--- src/hdl/mstp_pkg.sv ---
package mstp_pkg;

    localparam int NODE_W     = 7;
    localparam int CMD_W      = 2;
    localparam int CFG_IDX_W  = 1;
    localparam int CFG_DATA_W = 7;

    localparam logic [NODE_W-1:0] NODE_COUNT_RST = 7'd64;

    typedef enum logic [CMD_W-1:0] {
        CMD_ADD   = 2'd0,
        CMD_RUN   = 2'd1,
        CMD_CLEAR = 2'd2
    } cmd_t;

    localparam logic [CFG_IDX_W-1:0] CFG_NODE_COUNT = 1'b0;
    localparam logic [CFG_IDX_W-1:0] CFG_DIRECTED   = 1'b1;

    // broadcast from the sequencer to every cell
    typedef struct packed {
        logic              clear;
        logic              relax;
        logic              mark;
        logic [NODE_W-1:0] sel_node;
    } cell_ctl_t;

    // running minimum handed from cell to cell
    typedef struct packed {
        logic              valid;
        logic              found;
        logic [NODE_W-1:0] node;
    } tok_t;

endpackage

--- src/hdl/mstp_cell.sv ---
module mstp_cell #(
    parameter int                            WEIGHT_BITS = 16,
    parameter logic [mstp_pkg::NODE_W-1:0]   NODE_ID     = 7'd1
) (
    input  logic                          clk,
    input  logic                          rst_n,
    input  logic [mstp_pkg::NODE_W-1:0]   n,
    input  mstp_pkg::cell_ctl_t           ctl,
    input  logic                          rd_present,
    input  logic signed [WEIGHT_BITS-1:0] rd_weight,
    input  mstp_pkg::tok_t                tok_in,
    input  logic signed [WEIGHT_BITS-1:0] tok_key_in,
    output mstp_pkg::tok_t                tok_out,
    output logic signed [WEIGHT_BITS-1:0] tok_key_out,
    output logic                          visited,
    output logic signed [WEIGHT_BITS-1:0] key,
    output logic [mstp_pkg::NODE_W-1:0]   parent
);

    logic                          visited_reg;
    logic                          kf_reg;
    logic signed [WEIGHT_BITS-1:0] key_reg;
    logic [mstp_pkg::NODE_W-1:0]   parent_reg;
    mstp_pkg::tok_t                tok_reg, tok_next;
    logic signed [WEIGHT_BITS-1:0] tok_key_reg, tok_key_next;

    logic                          active;
    logic                          relax_hit;
    logic                          kf_upd;
    logic signed [WEIGHT_BITS-1:0] key_upd;
    logic                          take;

    always_comb
    begin
        active    = tok_in.valid && (NODE_ID <= n);
        relax_hit = ctl.relax && rd_present && !visited_reg
                    && (!kf_reg || rd_weight < key_reg);
        kf_upd    = kf_reg || relax_hit;
        key_upd   = relax_hit ? rd_weight : key_reg;
        // <= keeps the later node on equal keys
        take      = active && !visited_reg && kf_upd
                    && (!tok_in.found || key_upd <= tok_key_in);

        tok_next.valid = tok_in.valid;
        tok_next.found = tok_in.found || take;
        tok_next.node  = take ? NODE_ID : tok_in.node;
        tok_key_next   = take ? key_upd : tok_key_in;
    end

    always_ff @(posedge clk or negedge rst_n)
    begin
        if (!rst_n)
        begin
            visited_reg <= 1'b0;
            kf_reg      <= 1'b0;
            tok_reg     <= '0;
        end
        else
        begin
            tok_reg <= tok_next;
            if (ctl.clear)
            begin
                visited_reg <= 1'b0;
                kf_reg      <= (NODE_ID == 7'd1);
            end
            else
            begin
                if (ctl.mark && ctl.sel_node == NODE_ID)
                begin
                    visited_reg <= 1'b1;
                end
                if (active && relax_hit)
                begin
                    kf_reg <= 1'b1;
                end
            end
        end
    end

    always_ff @(posedge clk)
    begin
        tok_key_reg <= tok_key_next;
        if (ctl.clear)
        begin
            key_reg    <= '0;
            parent_reg <= '0;
        end
        else if (active && relax_hit)
        begin
            key_reg    <= rd_weight;
            parent_reg <= ctl.sel_node;
        end
    end

    assign tok_out     = tok_reg;
    assign tok_key_out = tok_key_reg;
    assign visited     = visited_reg;
    assign key         = key_reg;
    assign parent      = parent_reg;

endmodule
--- config.mk ---
export PLATFORM = sky130hd
export DESIGN_NAME = mstp_cell
export DESIGN_NICKNAME = d
export VERILOG_FILES = /design/src/hdl/mstp_pkg.sv /design/src/hdl/mstp_cell.sv
export SDC_FILE = /design/constraint.sdc
export NUM_CORES = 1
export LEC_CHECK = 0
export ABC_AREA = 1
export BUFFER_PORTS_ARGS = -buffer_cell sky130_fd_sc_hd__buf_4
export CELL_PAD_IN_SITES_DETAIL_PLACEMENT = 0
export CELL_PAD_IN_SITES_GLOBAL_PLACEMENT = 1
export CORE_MARGIN = 2
export CORE_UTILIZATION = 37
export DETAILED_ROUTE_END_ITERATION = 10
export GPL_ROUTABILITY_DRIVEN = 0
export PLACE_DENSITY_LB_ADDON = 0.2
export RECOVER_POWER = 50
export REMOVE_ABC_BUFFERS = 1
export SLEW_MARGIN = 20
export SYNTH_ARGS = -nofsm -noshare
export SYNTH_HDL_FRONTEND = slang
export SYNTH_SLANG_ARGS = --single-unit
--- constraint.sdc ---
create_clock -name clk -period 9.4 [get_ports clk]
set_input_delay 0 -clock clk [delete_from_list [all_inputs] [get_ports clk]]
set_output_delay 0 -clock clk [all_outputs]
set_load 0.03 [all_outputs]
### After elaboration in Yosys (flattened, before gate mapping)

Cells that the tools add are included.

* flip-flop bits (word level): 50
* output and inout bits: 49

* reduce and logical (&&, ||, !) cells: 18
* magnitude comparators: 3
* eq/ne operators: 1
* multiplexer cells: 7

Operators with widths (count)
* 16-bit two-way mux: 2
* 16-bit <= comparator: 1
* 16-bit less-than comparator: 1
* 1-bit logical AND: 9
* 7-bit by 1-bit == test with 1-bit output, second input constant: 1
* 1-bit by 7-bit <= comparator with 1-bit output, first input constant: 1
* 7-bit two-way mux: 1
* 1-bit logical OR: 4
* 1-bit two-way mux: 4
* 2-bit nonzero test: 2
* 1-bit zero test: 3

### Logic depth before layout (Yosys ltp)

Gate-level depths: netlist (run 1).

* word-level depth: 8
* depth in mapped cells: 31

### Least setup slack after synthesis (run 1)

OpenSTA, ideal clock, no wires.

* path type: flip-flop to flip-flop
* start point: register key_reg[5], in the netlist key[5]
* end point: register tok_key_reg[2], in the netlist tok_key_out[2]
* slack: 5.970 ns
* path buffers: 2
* period minus slack after synthesis: 3.430 ns
* data arrival time: 3.316 ns
* stages on the path, launching flop included: 28
* setup time: 0.113 ns
* path through: dfxtp_1 > inv_1 > ha_1 > a21oi_1 > nor2_1 > nor3_1 > nand2_1 > nand2_1 > nand2_1 > nand2_2 > nand3_4 > nand2_2 > buf_4 > nand2_1 > and2_1 > ha_1 > nand2_1 > nor2_1 > nand4_1 > inv_1 > nand2_1 > nand3_1 > nand3_1 > nand2_2 > inv_2 > buf_2 > nand3_1 > nand2_1

* longest elaborated chain between the ends: 8
* elaborated cells between the ends (all ways): 10
* those cells by class: 2 x order compare; 2 x mux; 6 x reduce/logical

RTL lines
* start, declared: line mstp_cell.sv:22 `logic signed [WEIGHT_BITS-1:0] key_reg;`
* start signal, assigned: line mstp_cell.sv:90 `key_reg <= rd_weight;`
* 16-bit less-than comparator: line mstp_cell.sv:37 `&& (!kf_reg || rd_weight < key_reg);`
* 1-bit logical OR: line mstp_cell.sv:37
* 1-bit logical AND: line mstp_cell.sv:37
* 16-bit two-way mux: line mstp_cell.sv:39 `key_upd = relax_hit ? rd_weight : key_reg;`
* 16-bit <= comparator: line mstp_cell.sv:42 `&& (!tok_in.found || key_upd <= tok_key_in);`
* 1-bit logical OR: line mstp_cell.sv:42
* 1-bit logical AND: line mstp_cell.sv:42
* 16-bit two-way mux (*): line mstp_cell.sv:47 `tok_key_next = take ? key_upd : tok_key_in;`
* net tok_key_next[2]: line mstp_cell.sv:25 `logic signed [WEIGHT_BITS-1:0] tok_key_reg, tok_key_next;`
* end signal, assigned: line mstp_cell.sv:82 `tok_key_reg <= tok_key_next;`
* end, declared: line mstp_cell.sv:25

The timed path passes the listed nets; every way through them passes the cells marked *.
A chain may end at the register's enable or synchronous reset.

==> results of run 1 <==
==> per-stage QoR <==
step	setup WS, ps	std cells	power [W]	hold WS (ps)
2_1_floorplan	5720	421	0.000348	-296
4_1_cts	5100	691	0.000594	35.1
3_3_place_gp	5190	633	0.000418	-154
3_5_place_dp	5120	633	0.000421	-151
5_1_grt	4740	691	0.000612	59.1
6_report	5190	691	0.000572	48.9
==> path summary, 6_finish.rpt <==
path	start	to	slack, ps	cells after the start
max	key[5]	tok_out[0]	5190	24
min	rd_weight[0]	key[0]	50	5
max reg2reg	key[5]	tok_out[0]	5190	24
min reg2reg	parent[1]	parent[1]	520	4
max in group asynchronous	rst_n	tok_out[8]	8720	2
min in group asynchronous	rst_n	tok_out[3]	240	2
==> cell families (layout without fill, tap and decap cells) <==
family | after synthesis | after routing | synth area share [%]
AND/OR/NAND/NOR | 254 | 254 | 37.5
flip-flops | 50 | 50 | 35.0
adder cells (fa/ha/maj) | 31 | 31 | 12.9
AO/OA/AOI/OAI | 26 | 26 | 4.60
buffers and inverters | 73 | 228 | 10.1
==> timing repair <==
item | CTS | global route
resized for setup | 0 | 0
endpoints found under the hold margin | 60 | 0
hold buffers | 50 | 0
==> critical path, delay by kind of cell (launching register included) <==
| family | cells | cell delay (ps) |
|---|---|---|
| adders and majority gates | 2 | 610 |
| DFF | 1 | 350 |
| AOI/OAI and AO/OA | 1 | 140 |
| and+or+nand+nor | 18 | 2570 |
| buffers and inverters | 3 | 430 |
==> routing by layer <==
metal / up-vias / share of wire [%] / GRT usage (%)
met2: 93 / 49 / 36.7
met3: 5 / 5.6 / 3.05
met4: 0 / 0.62 / 3.99
li1: 1652 / - / -
met5: - / 0 / 0
met1: 1352 / 45 / 24.5
==> power breakdown <==
| part | leakage [nW] | internal, W | switching [W] |
|---|---|---|---|
| clock | 0.0504 | 0.0000793 | 0.0000751 |
| sequential | 0.452 | 0.000229 | 0.00000537 |
| combinational | 1.82 | 0.0000710 | 0.000112 |
==> Yosys cell counts <==
library cell / number / area (µm²)
a21oi_1: 16 / 80.1
a31oi_1: 1 / 6.26
and2_1: 15 / 93.8
buf_2: 6 / 30.0
buf_4: 2 / 15.0
buf_6: 2 / 22.5
clkbuf_1: 3 / 11.3
clkinv_1: 1 / 3.75
dfrtp_1: 11 / 275
dfxtp_1: 39 / 781
ha_1: 31 / 388
inv_1: 57 / 214
inv_2: 2 / 7.51
nand2_1: 127 / 477
nand2_2: 3 / 18.8
nand3_1: 21 / 105
nand3_4: 2 / 35.0
nand3b_1: 15 / 113
nand4_1: 3 / 18.8
nor2_1: 62 / 233
nor3_1: 3 / 15.0
nor4b_1: 1 / 8.76
o21a_1: 2 / 15.0
o21ai_0: 5 / 25.0
o21ai_1: 1 / 5.00
o21bai_1: 1 / 7.51
or2_2: 1 / 6.26
or3_1: 1 / 6.26
==> area by class of cell <==
class	instances	area, µm²
multi-input combinational	311	1660
clock buffer	5	68.8
tap	102	128
inverter	60	225
clock inverter	3	45.0
timing repair buffer	160	1160
sequential	50	1060
fill	818	3470
==> results.py, run 1 <==
metrics = {
    "global_route": {
        "grt_max_degree": 47,
        "grt_pass1_vias": 3104,
        "antenna_found_initial": 0,
        "grt_pass1_wl_mm": 14.0,
        "grt_overflow": 0,
        "grt_usage_pct": 19.9,
    },
    "cts": {
        "clk_path_buf_depth": 2,
        "cts.sinks": 50,
        "clk_latency_ps": 300,
        "cts_setup_buffers": 0,
        "h-tree-depth": 2,
        "cts_tree": "built",
        "cts_made_buffers": 5,
        "cts-root-buf": "clkbuf_8",
        "cts.clk_slew.worst_paths_ps": 100,
    },
    "routing": {
        "wl_per_cell_um": 12.4,
        "ant_nets": 0,
        "finalWirelength_mm": 8.55,
        "dr_total_vias": 3102,
        "vias_per_cell": 4.49,
        "first_pass_iters": 4,
        "first_iter_violations": 74,
        "drc": 0,
    },
    "die": {
        "rows": 32,
        "die_x_um": 94.3,
        "pin_count": 110,
        "initial_utilization_pct": 38.6,
        "dieArea_um2": 8890,
        "core_um2": 7810,
        "die_h_um": 94.3,
    },
    "synthesis": {
        "syn_inst": 434,
        "ys_types": 28,
        "netlist_area_um2": 3020,
        "ys_seq_area_share_pct": 35.0,
        "avgSynthCellArea_um2": 6.95,
        "yosys_warnings": 0,
        "ys_ff_latch": 50,
    },
    "timing": {
        "fin_crit_sh_pct": 44.8,
        "fmax_mhz": 238,
        "setup_viol": 0,
        "tightest_slew_ps": 846,
        "fin_crit_ps": 4210,
        "relSlewSlack_pct": 43.5,
        "slew_viol_final": 0,
        "setup_tns_ps": 0,
        "hold_viol_final": 0,
        "finClkSkew_ps": 7.23,
        "grt_setup_unrepaired": "no",
    },
    "power": {
        "leakage_nw": 2.32,
        "ir_drop_uv": 63.2,
        "p_per_area_nw_per_um2": 132,
    },
    "layout": {
        "diodes": 0,
        "layout_common_cells": "nand2_1, buf_4, nor2_1, inv_1, dlygate4sd3_1",
        "final_common_cell": "nand2_1",
        "fin_nets": 680,
        "drive_gt1_share_pct": 13.8,
        "area_delta_synth_final_pct": 43.8,
        "final_area_um2": 4340,
        "post-route-util_pct": 55.5,
    },
    "critical_path": {
        "cp_max_fo": 23,
        "worst_path_most_repeated_cell": "nand2_1",
        "cp-start-kind": "flop",
        "crit_chain": "inv_1 > ha_1 > a21oi_1 > nor2_1 > nor3_1 > nand2_1 > nand2_1 > nand2_1 > nand2_2 > nand3_4 > nand2_2 > nand2_1 > and2_1 > ha_1 > nand2_1 > nor2_1 > nand4_1 > inv_1 > nand2_1 > nand3_1 > nand3_1 > nand2_2 > inv_2 > or2_2",
        "crit_path_end_kind": "flop",
        "arrival_ps": 4410,
        "worstPathRequired_ps": 9600,
        "max_stage_delay_ps": 380,
        "slowest_stage": "nand2_2",
        "critical_path_class": "reg2reg",
    },
    "job": {
        "maxCapViolCount": 0,
    },
    "placement": {
        "place_area_um2": 3890,
        "io_buffers": 109,
        "dp_hpwl_mm": 6.10,
    },
    "outcome": {
        "status": "completed",
    },
    "min_path": {
        "min_path_type": "in2reg",
    },
}
(Power assumes the default switching activity.)
==> run 2: changes to the inputs <==
--- a/config.mk
+++ b/config.mk
@@ -10,7 +10,7 @@
 export CELL_PAD_IN_SITES_DETAIL_PLACEMENT = 0
 export CELL_PAD_IN_SITES_GLOBAL_PLACEMENT = 1
 export CORE_MARGIN = 2
-export CORE_UTILIZATION = 37
+export CORE_UTILIZATION = 31
 export DETAILED_ROUTE_END_ITERATION = 10
 export GPL_ROUTABILITY_DRIVEN = 0
 export PLACE_DENSITY_LB_ADDON = 0.2
==> constraint.sdc (replaced) <==
create_clock -name clk -period 3.6 [get_ports clk]
set_input_delay 0 -clock clk [delete_from_list [all_inputs] [get_ports clk]]
set_output_delay 0 -clock clk [all_outputs]
set_load 0.03 [all_outputs]
==> results.py, run 2 (same netlist as run 1, synthesis figures left out) <==
metrics = {
    "outcome": {
        "status": "completed",
    },
    "global_route": {
        "busiest_layer": "met2",
        "grtUsageMet2_pct": 29.0,
        "grt_usage_pct": 16.7,
        "grt_pass1_wl_mm": 13.7,
        "grt_overflow": 0,
        "grt_pass1_vias": 2976,
        "grt_max_degree": 47,
        "use_met1_pct": 21.1,
        "antenna_found_initial": 0,
        "grt_use_met3_pct": 3.73,
    },
    "layout": {
        "layout_common_cells": "nand2_1, buf_4, nor2_1, inv_1, dlygate4sd3_1",
        "diodes": 0,
        "nFillCells": 985,
        "final_area_um2": 4840,
        "area_delta_synth_final_pct": 60.5,
        "drive_gt1_share_pct": 27.2,
        "final_common_cell": "nand2_1",
        "fin_nets": 695,
    },
    "timing": {
        "setup_viol": 0,
        "tightest_slew_ps": 907,
        "fin_crit_ps": 3400,
        "hold_viol_final": 0,
        "slew_viol_final": 0,
        "relSlewSlack_pct": 39.5,
        "finClkSkew_ps": 8.93,
        "fmax_mhz": 294,
        "fin_crit_sh_pct": 94.4,
        "hold_ws_ps": 33.3,
        "grt_setup_unrepaired": "yes",
    },
    "power": {
        "ir_drop_uv": 140,
        "leakage_nw": 2.58,
        "sw_frac_of_total_pct": 34.9,
        "internal_power_w": 0.00100,
        "p_comb_share_pct": 39.0,
        "seq_power_share_pct": 39.8,
        "p_per_area_nw_per_um2": 319,
        "p_clk_share_pct": 21.2,
        "p_sw_w": 0.000539,
        "total_power_w": 0.00154,
    },
    "placement": {
        "place_area_um2": 3970,
        "io_buffers": 109,
        "dp_hpwl_mm": 6.40,
    },
    "routing": {
        "first_iter_violations": 93,
        "wl_per_cell_um": 12.8,
        "dr_total_vias": 3252,
        "first_pass_iters": 4,
        "vias_per_cell": 4.41,
        "finalWirelength_mm": 9.43,
        "ant_nets": 0,
        "drc": 0,
    },
    "critical_path": {
        "timing.rr.start": "key[10]",
        "critical_path_class": "reg2reg",
        "path_buf_inv": 6,
        "crit_family": "simple AND/OR/NAND/NOR gates",
        "regToRegSetupSlack_ps": 200,
        "r2r_end": "tok_key_out[4]",
        "worstPathRequired_ps": 3860,
        "worst_path_most_repeated_cell": "nand2_1",
        "crit_path_end_kind": "flop",
        "max_stage_delay_ps": 340,
        "path_depth": 27,
        "reg2regPathDepth": 27,
        "arrival_ps": 3650,
        "cp_max_fo": 14,
        "slowest_stage": "dfxtp_2",
        "cp-start-kind": "flop",
    },
    "cts": {
        "clk_path_buf_depth": 2,
        "cts.sinks": 50,
        "cts_made_buffers": 5,
        "cts.clk_slew.worst_paths_ps": 100,
        "clk_latency_ps": 310,
        "cts-root-buf": "clkbuf_8",
        "cts_tree": "built",
        "h-tree-depth": 2,
    },
    "job": {
        "maxCapViolCount": 0,
    },
    "die": {
        "initial_utilization_pct": 31.4,
        "pin_count": 110,
        "rows": 36,
        "die_h_um": 103,
        "die_x_um": 103,
        "core_um2": 9590,
        "dieArea_um2": 10500,
    },
    "min_path": {
        "hold_start": "rd_weight[0]",
        "min_path_cells": 5,
        "min_path_type": "in2reg",
        "hold_end": "key[0]",
    },
}
==> run 2: cell count changes in the layout (fill, tap and decap cells not counted), moves of 5 or more <==
cell / previous run / this run
clkbuf_1: 45 / 11
dfxtp_1: 39 / 32
ha_4: 0 / 8
dfxtp_2: 0 / 7
buf_6: 0 / 5
ha_1: 31 / 23
a21oi_2: 0 / 9
buf_4: 65 / 104
a21oi_1: 16 / 7
==> run 2: repair_timing <==
action / 4_1_cts / 5_1_grt
setup buffers: 0 / 9
resized for setup: 1 / 49
hold endpoints to repair: 60 / 0
gates cloned: 0 / 1
hold buffers: 50 / 0
pin swaps: 0 / 13
setup endpoints to repair: 16 / 23
==> run 2: routing by layer <==
layer / share of wire, % / up-vias / routed length [µm]
met3: 5.8 / 8 / 551
met2: 48 / 97 / 4570
met4: 0.79 / 0 / 74
met1: 45 / 1461 / 4230
met5: 0 / - / 0
li1: - / 1686 / -
==> run 2: cell type report <==
type | count | area [µm²] | area share [%]
flip-flops and latches | 50 | 1060 | 22.0
clock inverters | 2 | 10.0 | 0.207
clock buffers | 6 | 72.6 | 1.50
repair buffers | 175 | 1470 | 30.4
multi-input cells | 311 | 1830 | 37.8
well taps | 133 | 166 | 3.44
inverters | 60 | 225 | 4.65
==> run 2: worst reg2reg max path, delay by kind of cell, from the launching register on <==
| family | cells | cell delay, ps |
|---|---|---|
| AO/OA/AOI/OAI | 2 | 330 |
| buffers and inverters | 6 | 650 |
| adder cells (fa/ha/maj) | 2 | 560 |
| flip-flops | 1 | 340 |
| AND/OR/NAND/NOR | 17 | 1460 |
==> run 2: how the worst max path moves through the flow <==
stage	to	slack [ps]	startpoint
after floorplan	tok_out[0]	-80	key[5]
after global placement	tok_key_out[15]	50	key[5]
after detailed placement	tok_key_out[4]	-50	key[5]
after CTS	tok_key_out[4]	40	key[5]
after global routing	tok_key_out[1]	-80	key[10]
final	tok_key_out[4]	200	key[10]
==> run 2: stage by stage <==
step / worst slack [ps] / utilization, % / setup TNS, ps / instances
final: 201 / 50.5 / 0 / 737
after global routing: -84.2 / 50.5 / -1180 / 737
after CTS: 38.7 / 47.5 / 0 / 727
after detailed placement: -45.6 / 41.4 / -457 / 669
after global placement: 48.5 / 41.4 / 0 / 669
after floorplan: -77.6 / - / -77.6 / 421
==> run 2: power by group through the flow <==
stage	clock [W]	combinational (W)	sequential (W)
floorplan	0	0.000195	0.000715
global placement	0	0.000487	0.000626
detailed placement	0	0.000490	0.000627
finish	0.000328	0.000601	0.000614
global route	0.000366	0.000662	0.000619
CTS	0.000349	0.000536	0.000614
